`src/rtl/core/fta_pkg.sv`:
```
package fta_pkg;

	localparam int TS_W     = 64;
	localparam int ACC_W    = 40;
	localparam int STEP_W   = 32;
	localparam int SCALE_W  = 24;
	localparam int BUDGET_W = 8;
	localparam int CNT32_W  = 32;
	localparam int FRAC_W   = 16;

	localparam int CFG_IDX_W  = 8;
	localparam int CFG_DATA_W = 32;

	// digit width of the serial scale multiplier; must divide TS_W
	localparam int DIGIT_W_DEF = 8;

	localparam logic [CFG_IDX_W-1:0] REG_FIXED_STEP = CFG_IDX_W'(0);
	localparam logic [CFG_IDX_W-1:0] REG_SCALE      = CFG_IDX_W'(1);
	localparam logic [CFG_IDX_W-1:0] REG_MAX_STEPS  = CFG_IDX_W'(2);
	localparam logic [CFG_IDX_W-1:0] REG_PAUSED     = CFG_IDX_W'(3);

	localparam logic [STEP_W-1:0]   FIXED_STEP_RST = STEP_W'(16666667);
	localparam logic [SCALE_W-1:0]  SCALE_RST      = SCALE_W'(65536);
	localparam logic [BUDGET_W-1:0] MAX_STEPS_RST  = BUDGET_W'(5);

	typedef enum logic [1:0] {
		REQ_TICK    = 2'd0,
		REQ_CONSUME = 2'd1,
		REQ_SINGLE  = 2'd2,
		REQ_RESTART = 2'd3
	} req_kind_t;

	typedef struct packed {
		req_kind_t             req_type;
		logic [TS_W-1:0]       timestamp_ns;
		logic                  override_valid;
		logic [STEP_W-1:0]     override_dt_ns;
		logic [BUDGET_W-1:0]   step_count;
	} req_t;

	typedef struct packed {
		logic [BUDGET_W-1:0] avail_steps;
		logic [ACC_W-1:0]    accumulated_ns;
		logic [ACC_W-1:0]    scaled_delta_ns;
		logic [CNT32_W-1:0]  frame_count;
		logic [CNT32_W-1:0]  steps_done;
		logic [TS_W-1:0]     sim_time_ns;
	} rsp_t;

	typedef struct packed {
		logic             done;
		logic [ACC_W-1:0] scaled;
	} mul_res_t;

	typedef struct packed {
		logic                done;
		logic [BUDGET_W-1:0] budget;
	} div_res_t;

endpackage

```
`src/rtl/core/fta_mul.sv`:
```
module fta_mul import fta_pkg::*; #(
	parameter int DIGIT_W = DIGIT_W_DEF
) (
	input  logic               clk,
	input  logic               arst_n,
	input  logic               start,
	input  logic [TS_W-1:0]    dt,
	input  logic [SCALE_W-1:0] scale,
	output mul_res_t           res
);

	localparam int NDIG  = TS_W / DIGIT_W;
	localparam int CNT_W = $clog2(NDIG);
	localparam int SUM_W = SCALE_W + DIGIT_W;

	logic [TS_W-1:0]    dt_q;
	logic [TS_W-1:0]    low_q;
	logic [SCALE_W-1:0] hi_q;
	logic [CNT_W-1:0]   cnt_q;
	logic               busy_q;
	logic               done_q;
	logic [SUM_W-1:0]   sum;

	// hi_q plus one digit times scale always fits SUM_W bits
	assign sum = SUM_W'(hi_q) + SUM_W'(dt_q[DIGIT_W-1:0]) * SUM_W'(scale);

	always_ff @(posedge clk or negedge arst_n) begin
		if (!arst_n) begin
			busy_q <= 1'b0;
			done_q <= 1'b0;
			cnt_q  <= '0;
		end else begin
			done_q <= 1'b0;
			if (start) begin
				busy_q <= 1'b1;
				cnt_q  <= CNT_W'(NDIG - 1);
			end else if (busy_q) begin
				cnt_q <= cnt_q - CNT_W'(1);
				if (cnt_q == '0) begin
					busy_q <= 1'b0;
					done_q <= 1'b1;
				end
			end
		end
	end

	always_ff @(posedge clk) begin
		if (start) begin
			dt_q <= dt;
			hi_q <= '0;
		end else if (busy_q) begin
			dt_q  <= dt_q >> DIGIT_W;
			low_q <= {sum[DIGIT_W-1:0], low_q[TS_W-1:DIGIT_W]};
			hi_q  <= sum[SUM_W-1:DIGIT_W];
		end
	end

	// product is {hi_q, low_q}; keep bits above the Q16 fraction, saturate at 40 bits
	always_comb begin
		res.done = done_q;
		if (hi_q != '0 || low_q[TS_W-1:ACC_W+FRAC_W] != '0)
			res.scaled = '1;
		else
			res.scaled = low_q[ACC_W+FRAC_W-1:FRAC_W];
	end

endmodule

```
`src/rtl/core/fta_div.sv`:
```
module fta_div import fta_pkg::*; (
	input  logic                clk,
	input  logic                arst_n,
	input  logic                start,
	input  logic [ACC_W-1:0]    acc,
	input  logic [STEP_W-1:0]   fs,
	input  logic [BUDGET_W-1:0] cap,
	output div_res_t            res
);

	localparam int CNT_W = $clog2(BUDGET_W);

	logic [ACC_W-1:0]    rem_q;
	logic [ACC_W-1:0]    dv_q;
	logic [BUDGET_W-1:0] quo_q;
	logic [BUDGET_W-1:0] budget_q;
	logic [CNT_W-1:0]    cnt_q;
	logic                busy_q;
	logic                done_q;
	logic                zero_q;
	logic                sat_q;
	logic                ge;
	logic [BUDGET_W-1:0] quo_next;

	assign ge       = rem_q >= dv_q;
	assign quo_next = {quo_q[BUDGET_W-2:0], ge};

	always_ff @(posedge clk or negedge arst_n) begin
		if (!arst_n) begin
			busy_q <= 1'b0;
			done_q <= 1'b0;
			cnt_q  <= '0;
		end else begin
			done_q <= 1'b0;
			if (start) begin
				busy_q <= 1'b1;
				cnt_q  <= CNT_W'(BUDGET_W - 1);
			end else if (busy_q) begin
				cnt_q <= cnt_q - CNT_W'(1);
				if (cnt_q == '0) begin
					busy_q <= 1'b0;
					done_q <= 1'b1;
				end
			end
		end
	end

	always_ff @(posedge clk) begin
		if (start) begin
			rem_q  <= acc;
			dv_q   <= ACC_W'(fs) << (BUDGET_W - 1);
			quo_q  <= '0;
			zero_q <= fs == '0;
			// a quotient of 256 or more always exceeds the cap
			sat_q  <= acc >= (ACC_W'(fs) << BUDGET_W);
		end else if (busy_q) begin
			if (ge)
				rem_q <= rem_q - dv_q;
			dv_q  <= dv_q >> 1;
			quo_q <= quo_next;
			if (cnt_q == '0) begin
				if (zero_q)
					budget_q <= '0;
				else if (sat_q || quo_next > cap)
					budget_q <= cap;
				else
					budget_q <= quo_next;
			end
		end
	end

	assign res.done   = done_q;
	assign res.budget = budget_q;

endmodule

```
`src/rtl/core/fixed_timestep_accumulator.sv`:
```
// Fixed-timestep credit accumulator. Each request on the req channel (tick, consume,
// single step, restart) yields exactly one result on the rsp channel with the step
// budget and the counters after the request. One request is worked on at a time:
// a running tick passes through the digit-serial scale multiplier, which takes one
// DIGIT_W-bit digit of the frame delta per cycle, and then through the budget
// divider, which resolves one quotient bit per cycle over 8 bits; a consume, a
// paused tick, a single-step request or a restart goes through the divider only.
// A finished result waits in the output register while the next request is taken;
// the block holds in its last state while that register is still stalled.
// Configuration writes are taken in any cycle and belong in idle periods only.
module fixed_timestep_accumulator import fta_pkg::*; #(
	parameter int DIGIT_W = DIGIT_W_DEF
) (
	input  logic                  clk,
	input  logic                  arst_n,
	input  logic                  req_valid,
	output logic                  req_stall,
	input  req_t                  req,
	output logic                  rsp_valid,
	input  logic                  rsp_stall,
	output rsp_t                  rsp,
	input  logic                  cfg_valid,
	output logic                  cfg_ready,
	input  logic [CFG_IDX_W-1:0]  cfg_index,
	input  logic [CFG_DATA_W-1:0] cfg_data
);

	typedef enum logic [6:0] {
		S_IDLE   = 7'b0000001,
		S_FRONT  = 7'b0000010,
		S_MUL    = 7'b0000100,
		S_UPD    = 7'b0001000,
		S_DSTART = 7'b0010000,
		S_DIV    = 7'b0100000,
		S_OUT    = 7'b1000000
	} state_t;

	state_t state_q;

	logic [STEP_W-1:0]   fixed_step_q;
	logic [SCALE_W-1:0]  scale_q;
	logic [BUDGET_W-1:0] max_steps_q;
	logic                paused_q;

	logic [TS_W-1:0]    last_stamp_q;
	logic [CNT32_W-1:0] frame_q;
	logic [ACC_W-1:0]   acc_q;
	logic [ACC_W-1:0]   scaled_q;
	logic [CNT32_W-1:0] step_total_q;
	logic [TS_W-1:0]    sim_time_q;
	logic               pending_q;

	req_t             req_q;
	logic [ACC_W-1:0] addend_q;
	logic [ACC_W-1:0] prod_q;
	rsp_t             rsp_q;
	logic             rsp_valid_q;

	logic [BUDGET_W-1:0] cap;
	logic [TS_W-1:0]     dt;
	logic                mul_start;
	logic                div_start;
	logic                rsp_load;
	logic                do_consume;
	logic [ACC_W:0]      tick_sum;
	mul_res_t            mul_res;
	div_res_t            div_res;

	assign cap        = (max_steps_q == '0) ? BUDGET_W'(1) : max_steps_q;
	assign req_stall  = state_q != S_IDLE;
	assign cfg_ready  = 1'b1;
	assign rsp_valid  = rsp_valid_q;
	assign rsp        = rsp_q;
	assign mul_start  = state_q == S_FRONT && req_q.req_type == REQ_TICK && !paused_q;
	assign div_start  = state_q == S_DSTART;
	assign rsp_load   = state_q == S_OUT && (!rsp_valid_q || !rsp_stall);
	assign do_consume = req_q.step_count != '0 && fixed_step_q != '0;
	assign tick_sum   = {1'b0, acc_q} + {1'b0, addend_q};

	always_comb begin
		if (req_q.override_valid)
			dt = TS_W'(req_q.override_dt_ns);
		else if (last_stamp_q == '0)
			dt = '0;
		else
			dt = req_q.timestamp_ns - last_stamp_q;
	end

	fta_mul #(
		.DIGIT_W(DIGIT_W)
	) u_mul (
		.clk    (clk),
		.arst_n (arst_n),
		.start  (mul_start),
		.dt     (dt),
		.scale  (scale_q),
		.res    (mul_res)
	);

	fta_div u_div (
		.clk    (clk),
		.arst_n (arst_n),
		.start  (div_start),
		.acc    (acc_q),
		.fs     (fixed_step_q),
		.cap    (cap),
		.res    (div_res)
	);

	always_ff @(posedge clk or negedge arst_n) begin
		if (!arst_n) begin
			fixed_step_q <= FIXED_STEP_RST;
			scale_q      <= SCALE_RST;
			max_steps_q  <= MAX_STEPS_RST;
			paused_q     <= 1'b0;
		end else if (cfg_valid) begin
			case (cfg_index)
				REG_FIXED_STEP: fixed_step_q <= cfg_data[STEP_W-1:0];
				REG_SCALE:      scale_q      <= cfg_data[SCALE_W-1:0];
				REG_MAX_STEPS:  max_steps_q  <= cfg_data[BUDGET_W-1:0];
				REG_PAUSED:     paused_q     <= cfg_data[0];
				default: begin
				end
			endcase
		end
	end

	always_ff @(posedge clk or negedge arst_n) begin
		if (!arst_n) begin
			state_q      <= S_IDLE;
			last_stamp_q <= '0;
			frame_q      <= '0;
			acc_q        <= '0;
			scaled_q     <= '0;
			step_total_q <= '0;
			sim_time_q   <= '0;
			pending_q    <= 1'b0;
			addend_q     <= '0;
			rsp_valid_q  <= 1'b0;
		end else begin
			if (rsp_load)
				rsp_valid_q <= 1'b1;
			else if (!rsp_stall)
				rsp_valid_q <= 1'b0;

			case (state_q)
				S_IDLE: begin
					if (req_valid)
						state_q <= S_FRONT;
				end
				S_FRONT: begin
					case (req_q.req_type)
						REQ_TICK: begin
							last_stamp_q <= req_q.timestamp_ns;
							if (last_stamp_q == '0)
								frame_q <= '0;
							else
								frame_q <= frame_q + CNT32_W'(1);
							if (paused_q) begin
								scaled_q <= '0;
								addend_q <= pending_q ? ACC_W'(fixed_step_q) : '0;
								state_q  <= S_UPD;
							end else begin
								state_q <= S_MUL;
							end
						end
						REQ_CONSUME: begin
							pending_q <= 1'b0;
							state_q   <= S_UPD;
						end
						REQ_SINGLE: begin
							pending_q <= 1'b1;
							state_q   <= S_DSTART;
						end
						REQ_RESTART: begin
							frame_q      <= '0;
							last_stamp_q <= req_q.timestamp_ns;
							acc_q        <= '0;
							sim_time_q   <= '0;
							scaled_q     <= '0;
							step_total_q <= '0;
							pending_q    <= 1'b0;
							state_q      <= S_DSTART;
						end
						default: state_q <= S_DSTART;
					endcase
				end
				S_MUL: begin
					if (mul_res.done) begin
						scaled_q <= mul_res.scaled;
						addend_q <= mul_res.scaled;
						state_q  <= S_UPD;
					end
				end
				S_UPD: begin
					if (req_q.req_type == REQ_TICK) begin
						// clamp to fixed step times the cap
						if (tick_sum > {1'b0, prod_q})
							acc_q <= prod_q;
						else
							acc_q <= tick_sum[ACC_W-1:0];
					end else if (do_consume) begin
						acc_q        <= (acc_q > prod_q) ? acc_q - prod_q : '0;
						sim_time_q   <= sim_time_q + TS_W'(prod_q);
						step_total_q <= step_total_q + CNT32_W'(req_q.step_count);
					end
					state_q <= S_DSTART;
				end
				S_DSTART: state_q <= S_DIV;
				S_DIV: begin
					if (div_res.done)
						state_q <= S_OUT;
				end
				S_OUT: begin
					if (rsp_load)
						state_q <= S_IDLE;
				end
				default: state_q <= S_IDLE;
			endcase
		end
	end

	always_ff @(posedge clk) begin
		if (state_q == S_IDLE && req_valid)
			req_q <= req;
		// clamp limit for a tick, spent credit for a consume
		if (state_q == S_FRONT) begin
			if (req_q.req_type == REQ_TICK)
				prod_q <= ACC_W'(fixed_step_q) * ACC_W'(cap);
			else
				prod_q <= ACC_W'(fixed_step_q) * ACC_W'(req_q.step_count);
		end
		if (rsp_load) begin
			rsp_q.avail_steps     <= div_res.budget;
			rsp_q.accumulated_ns  <= acc_q;
			rsp_q.scaled_delta_ns <= scaled_q;
			rsp_q.frame_count     <= frame_q;
			rsp_q.steps_done      <= step_total_q;
			rsp_q.sim_time_ns     <= sim_time_q;
		end
	end

endmodule

```
`config.mk`:
```
export PLATFORM = sky130hd
export DESIGN_NAME = fixed_timestep_accumulator
export DESIGN_NICKNAME = d
export VERILOG_FILES = /design/src/rtl/core/fta_pkg.sv /design/src/rtl/core/fta_mul.sv /design/src/rtl/core/fta_div.sv /design/src/rtl/core/fixed_timestep_accumulator.sv
export SDC_FILE = /design/constraint.sdc
export NUM_CORES = 2
export LEC_CHECK = 0
export ABC_AREA = 1
export BUFFER_PORTS_ARGS = -buffer_cell sky130_fd_sc_hd__buf_2
export CORE_ASPECT_RATIO = 1.25
export CORE_MARGIN = 2
export CORE_UTILIZATION = 64
export DETAILED_ROUTE_END_ITERATION = 12
export HOLD_SLACK_MARGIN = 0.03
export PLACE_DENSITY = 0.83
export SYNTH_ARGS = -nofsm -noshare
export SYNTH_HDL_FRONTEND = slang
export SYNTH_SLANG_ARGS = --single-unit
```
`constraint.sdc`:
```
create_clock -name clk -period 14.4 [get_ports clk]
set_input_delay 0 -clock clk [delete_from_list [all_inputs] [get_ports clk]]
set_output_delay 0 -clock clk [all_outputs]
set_load 0.05 [all_outputs]
```
==> results.md, run 1 <==
- Avg Cell Area, Syn: 7.909 µm²
- Htree depth: 3
- Mapped Cells: 10.08k
- Outcome: stopped before the end
- Synthesis Warnings: 0
- Syn Nets: 11.24k
- Starting Density: 64.58%
- Run Error: [ERROR GRT-0232] Routing congestion too high. Check the congestion heatmap in the GUI.
- Die X: 319.6 µm
- Root Driver: clkbuf_16
- Largest net degree at the start of global routing: 141
- Biggest area consumer among synthesized cells: edfxtp_1
- CTS sink count: 991
- EDFF count, synth: 557
- Count leader, synth: nand2_1
- Synth Area in Simple Gates: 20.77%
- Synth cell types: 65
- CTS max path bufs: 3
- Commonest cells post-synth: nand2_1, inv_1, nor2_1, a21oi_1, o21ai_0
- Row cnt: 144
- Area contributors post-synth: edfxtp_1, fa_1, dfrtp_1
- Post-synthesis adder-cell area fraction: 20.82%
- Post-synth ARST share: 39.96%
- Cell area after synthesis: 79,700 µm²
- Post-cts sizing count: 0
- IO buf count: 369
- I/O Pins: 371
- Initial antenna violation count: 34
- Setup Fix Bufs, Post-CTS: 0
- Pre-CTS WS: 8.186 ns
- GRT Total Usage: 56.32%
- Register area share after synthesis: 34.40%
- Post-synthesis mux area share: 0.1256%
- Synth Area in Compound Gates: 12.11%
- Largest family of logic cells by synthesized area: adder cells
- Synthesized flop and latch total: 991
- Die Ht: 398.5 µm
- CTS Buf Count: 99
- Halt Stage: 5_1_grt
- Grt ovf: 24
- Synth Area in XOR/XNOR: 1.615%
- Ys flop type: edfxtp_1
- RD Place Congestion: 1.054
- Post-DP HPWL: 222,900 µm
- Post-synth top area share: 20.99%
- Cts hold-fix bufs: 265
logic make-up after synthesis:
kind of cell,count (synthesis)
other cells,1
fa+ha+maj,1013
mux,9
simple gates,4042
xor+xnor,147
flops,991
buf+inv,2140
compound gates,1734
layer usage:
metal	overflow	GRT usage (%)
met5	0	13.33
met4	16	52.18
met3	2	29.23
met2	5	81.34
met1	1	58.12
stage by stage:
step / instance area [µm²] / instances / utilization, % / hold slack (ns)
after CTS: 89310 / 12290 / 72.37 / 0.03148
after global placement: 83200 / 11837 / 67.41 / 0.01417
after detailed placement: 83200 / 11837 / 67.41 / 0.02308
after floorplan: 79700 / 10077 / - / -0.2956
==> inputs of run 2 (changes only) <==
CORE_ASPECT_RATIO = not set   (was 1.25)
CORE_UTILIZATION = 40   (was 64)
HOLD_SLACK_MARGIN = not set   (was 0.03)
PLACE_DENSITY = not set   (was 0.83)
PLACE_DENSITY_LB_ADDON = 0.15   (was not set)
==> run 2 against run 1 <==
  * Area after synthesis unchanged
  * Synthesized cell count unchanged
  * The run now ends clean
==> results.md, run 2 <==
- Synth cell types: 65 (unchanged)
- Largest net degree at the start of global routing: 136
- Post-cts sizing count: 0 (unchanged)
- Starting Density: 40.33% (-24 points)
- Final setup margin: 8.321 ns
- DR vias: 70.44k
- Area of the core: 197,600 µm²
- Setup CP Type: flip-flop to flip-flop
- Final max-slew violation count: 0
- Fin area: 91,390 µm²
- Tightest Pin Transition: 1.245 ns
- Worst-skew pair later-pin latency: 0.82 ns
- Avg Cell Area, Syn: 7.909 µm² (unchanged)
- Mapped Cells: 10.08k (unchanged)
- DR DRC count: 0
- RD Place Congestion: 1.001 (-5.0%)
- First-pass GRT wire length: 437,200 µm
- Critical-path cell list: inv_1 -> nand4_1 -> nor4_1 -> nor2_2 -> buf_4 -> nor2_1 -> ha_1 -> ha_1 -> fa_1 -> ha_1 -> inv_1 -> fa_1 -> inv_1 -> nand3_1 -> nand2_1 -> inv_1 -> o21ai_0 -> nand2_1 -> o21ai_0 -> nand2_1 -> nand2_1 -> a21oi_1 -> o21ai_0 -> o21ai_0
- Slowest cell delay on critical path: 1.04 ns
- Setup TNS: 0 ns
- Most common cell after layout, fill and taps aside: nand2_1
- Commonest cells post-synth: nand2_1, inv_1, nor2_1, a21oi_1, o21ai_0
- WL/cell: 21.55 µm
- Post-DP HPWL: 227,400 µm (+2.0%)
- Outcome: completed
- Power per cell area: 152.6 nW/µm²
- Final number of setup-violating endpoints: 0
- Die Ht: 450.4 µm (+13%)
- Vias per std cell: 5.268
- VDD IR-drop max: 0.1829 mV
- Slew margin rel.: 16.99%
- Final worst path period need: 6.079 ns
- Final hold vios: 0
- DRT Wirelength: 288,100 µm
- Worst hold slack: 0.09009 ns
- CTS Buf Count: 115 (+16%)
- Layout cells sized above 1: 7.449%
- CTS sink count: 991 (unchanged)
- Final net count: 11.79k
- Critical path fanouts, max: 34
- Critical path startpoint category: flip-flop
- Critical Path RT: 14.93 ns
- Ys flop type: edfxtp_1
- Initial antenna violation count: 8
- Htree depth: 3 (unchanged)
- Die X: 450.4 µm (+41%)
- Row cnt: 163 (+13%)
- Biggest area consumer among synthesized cells: edfxtp_1
- Post-detailed-route count of antenna-violating nets: 0
- IO buf count: 369 (unchanged)
- Post-DP Area: 84,510 µm² (+1.6%)
- Drt pass-1 iters: 6
- EDFF count, synth: 557 (unchanged)
- Register area share after synthesis: 34.40% (unchanged)
- Fin Clk Skew: 0.05105 ns
- GRT Total Usage: 28.19%
- CP top delay family: adder cells
- CTS max path bufs: 3 (unchanged)
- Syn Nets: 11.24k (unchanged)
- Die area: 202,800 µm²
- Synthesis Warnings: 0 (unchanged)
- Hold Path Class: primary input to flip-flop
- Fmax achieved: 0.1645 GHz
- Post-synth top area share: 20.99% (unchanged)
- Crit end category: flip-flop
- Area contributors post-synth: edfxtp_1, fa_1, dfrtp_1
- Leakage: 0.04466 µW
- Number of global-route vias before repair: 70.81k
- CP max stage cell: dfstp_2
- Initial DRC Count: 5,347
- CP Buf/Inv Count: 5
- Count leader, synth: nand2_1
- Max reg flops: 216
- CP arrival: 6.61 ns
- Pre-CTS WS: 8.301 ns (+0.1146 ns)
- Cell area after synthesis: 79,700 µm² (unchanged)
- Grt ovf: 0
- Fin crit share: 42.21%
- I/O Pins: 371 (unchanged)
- Synthesized flop and latch total: 991 (unchanged)
- RSZ-0062 raised after global routing: no
- Synthesis-to-layout area growth: 14.67%
- Clock transition at path regs: 0.06 ns
- CTS tree: built
- Root Driver: clkbuf_16
- Post-synth ARST share: 39.96% (unchanged)
- Most frequent cells in the layout: nand2_1, inv_1, nor2_1
- Max-cap viol count: 0
-- run 2: cell counts after synthesis --
Identical to the previous run, type by type.
-- run 2: report_power, final --
| group | total [µW] | internal (µW) | switching [µW] | leakage [µW] |
|---|---|---|---|---|
| clock network | 3190 | 1870 | 1320 | 0.00200 |
| logic | 6340 | 1910 | 4420 | 0.0319 |
| registers | 4420 | 3840 | 577 | 0.0107 |
| total | 13900 | 7630 | 6320 | 0.0447 |
-- run 2: final timing paths --
path | start | slack (ns) | depth (start not counted) | to
max | max_steps_q[2] | 8.32 | 24 | prod_q[27]
min | cfg_data[14] | 0.09 | 4 | fixed_step_q[14]
min in group asynchronous | arst_n | 0.37 | 4 | sim_time_q[54]
min reg2reg | u_mul.low_q[41] | 0.44 | 0 | u_mul.low_q[33]
max in group asynchronous | arst_n | 11.63 | 6 | fixed_step_q[16]
max reg2reg | max_steps_q[2] | 8.32 | 24 | prod_q[27]
-- run 2: cell families (layout without fill, tap and decap cells) --
| logic type | Yosys count | after routing | synth area share, % |
|---|---|---|---|
| adder cells (fa/ha/maj) | 1013 | 1013 | 20.82 |
| XOR/XNOR | 147 | 147 | 1.615 |
| flip-flops | 991 | 991 | 34.40 |
| AO/OA/AOI/OAI | 1734 | 1734 | 12.11 |
| AND/OR/NAND/NOR | 4042 | 4042 | 20.77 |
| buffers and inverters | 2140 | 2789 | 10.16 |
| multiplexers | 9 | 9 | 0.1256 |
| other | 1 | 8 | 0.004705 |
-- run 2: layout make-up --
cell class | count | area (µm²)
fillers | 19595 | 106200
multi-input cells | 6946 | 44270
flip-flops and latches | 991 | 27420
inverters | 1814 | 6810
repair buffers | 755 | 5455
well taps | 2640 | 3303
clock buffers | 146 | 3192
clock inverters | 74 | 920.9
diodes | 7 | 17.52
-- run 2: what timing repair did --
action,in CTS,in global routing
setup buffers,0,0
endpoints found under the hold margin,370,0
hold buffers,273,0
setup endpoints to repair,0,0
-- run 2: metal layers --
metal | vias up | track usage (%) | routed length (µm)
met5 | - | 0 | 13
met4 | 2 | 10.73 | 12300
met3 | 455 | 3.558 | 16140
met2 | 2142 | 46.91 | 135700
met1 | 34329 | 37.41 | 123900
li1 | 33516 | - | -
-- run 2: worst register-to-register path: cells and delay by family, from the launching register on --
family                   cells  cell delay (ns)
AO/OA/AOI/OAI                5             0.97
adder cells (fa/ha/maj)      5             1.85
flip-flops                   1             1.04
buffers and inverters        5             0.98
AND/OR/NAND/NOR              9             0.99
-- run 2: stage by stage --
step                      total power [µW]  utilization [%]  std cells
after floorplan                       8409                -      10077
after global placement               10620            42.76      12873
after detailed placement             10650            42.76      12873
after CTS                            13960            46.23      13366
after global routing                 14890            46.24      13372
final                                13950            46.24      13373
No activity file was read; power rests on OpenSTA's default activity.
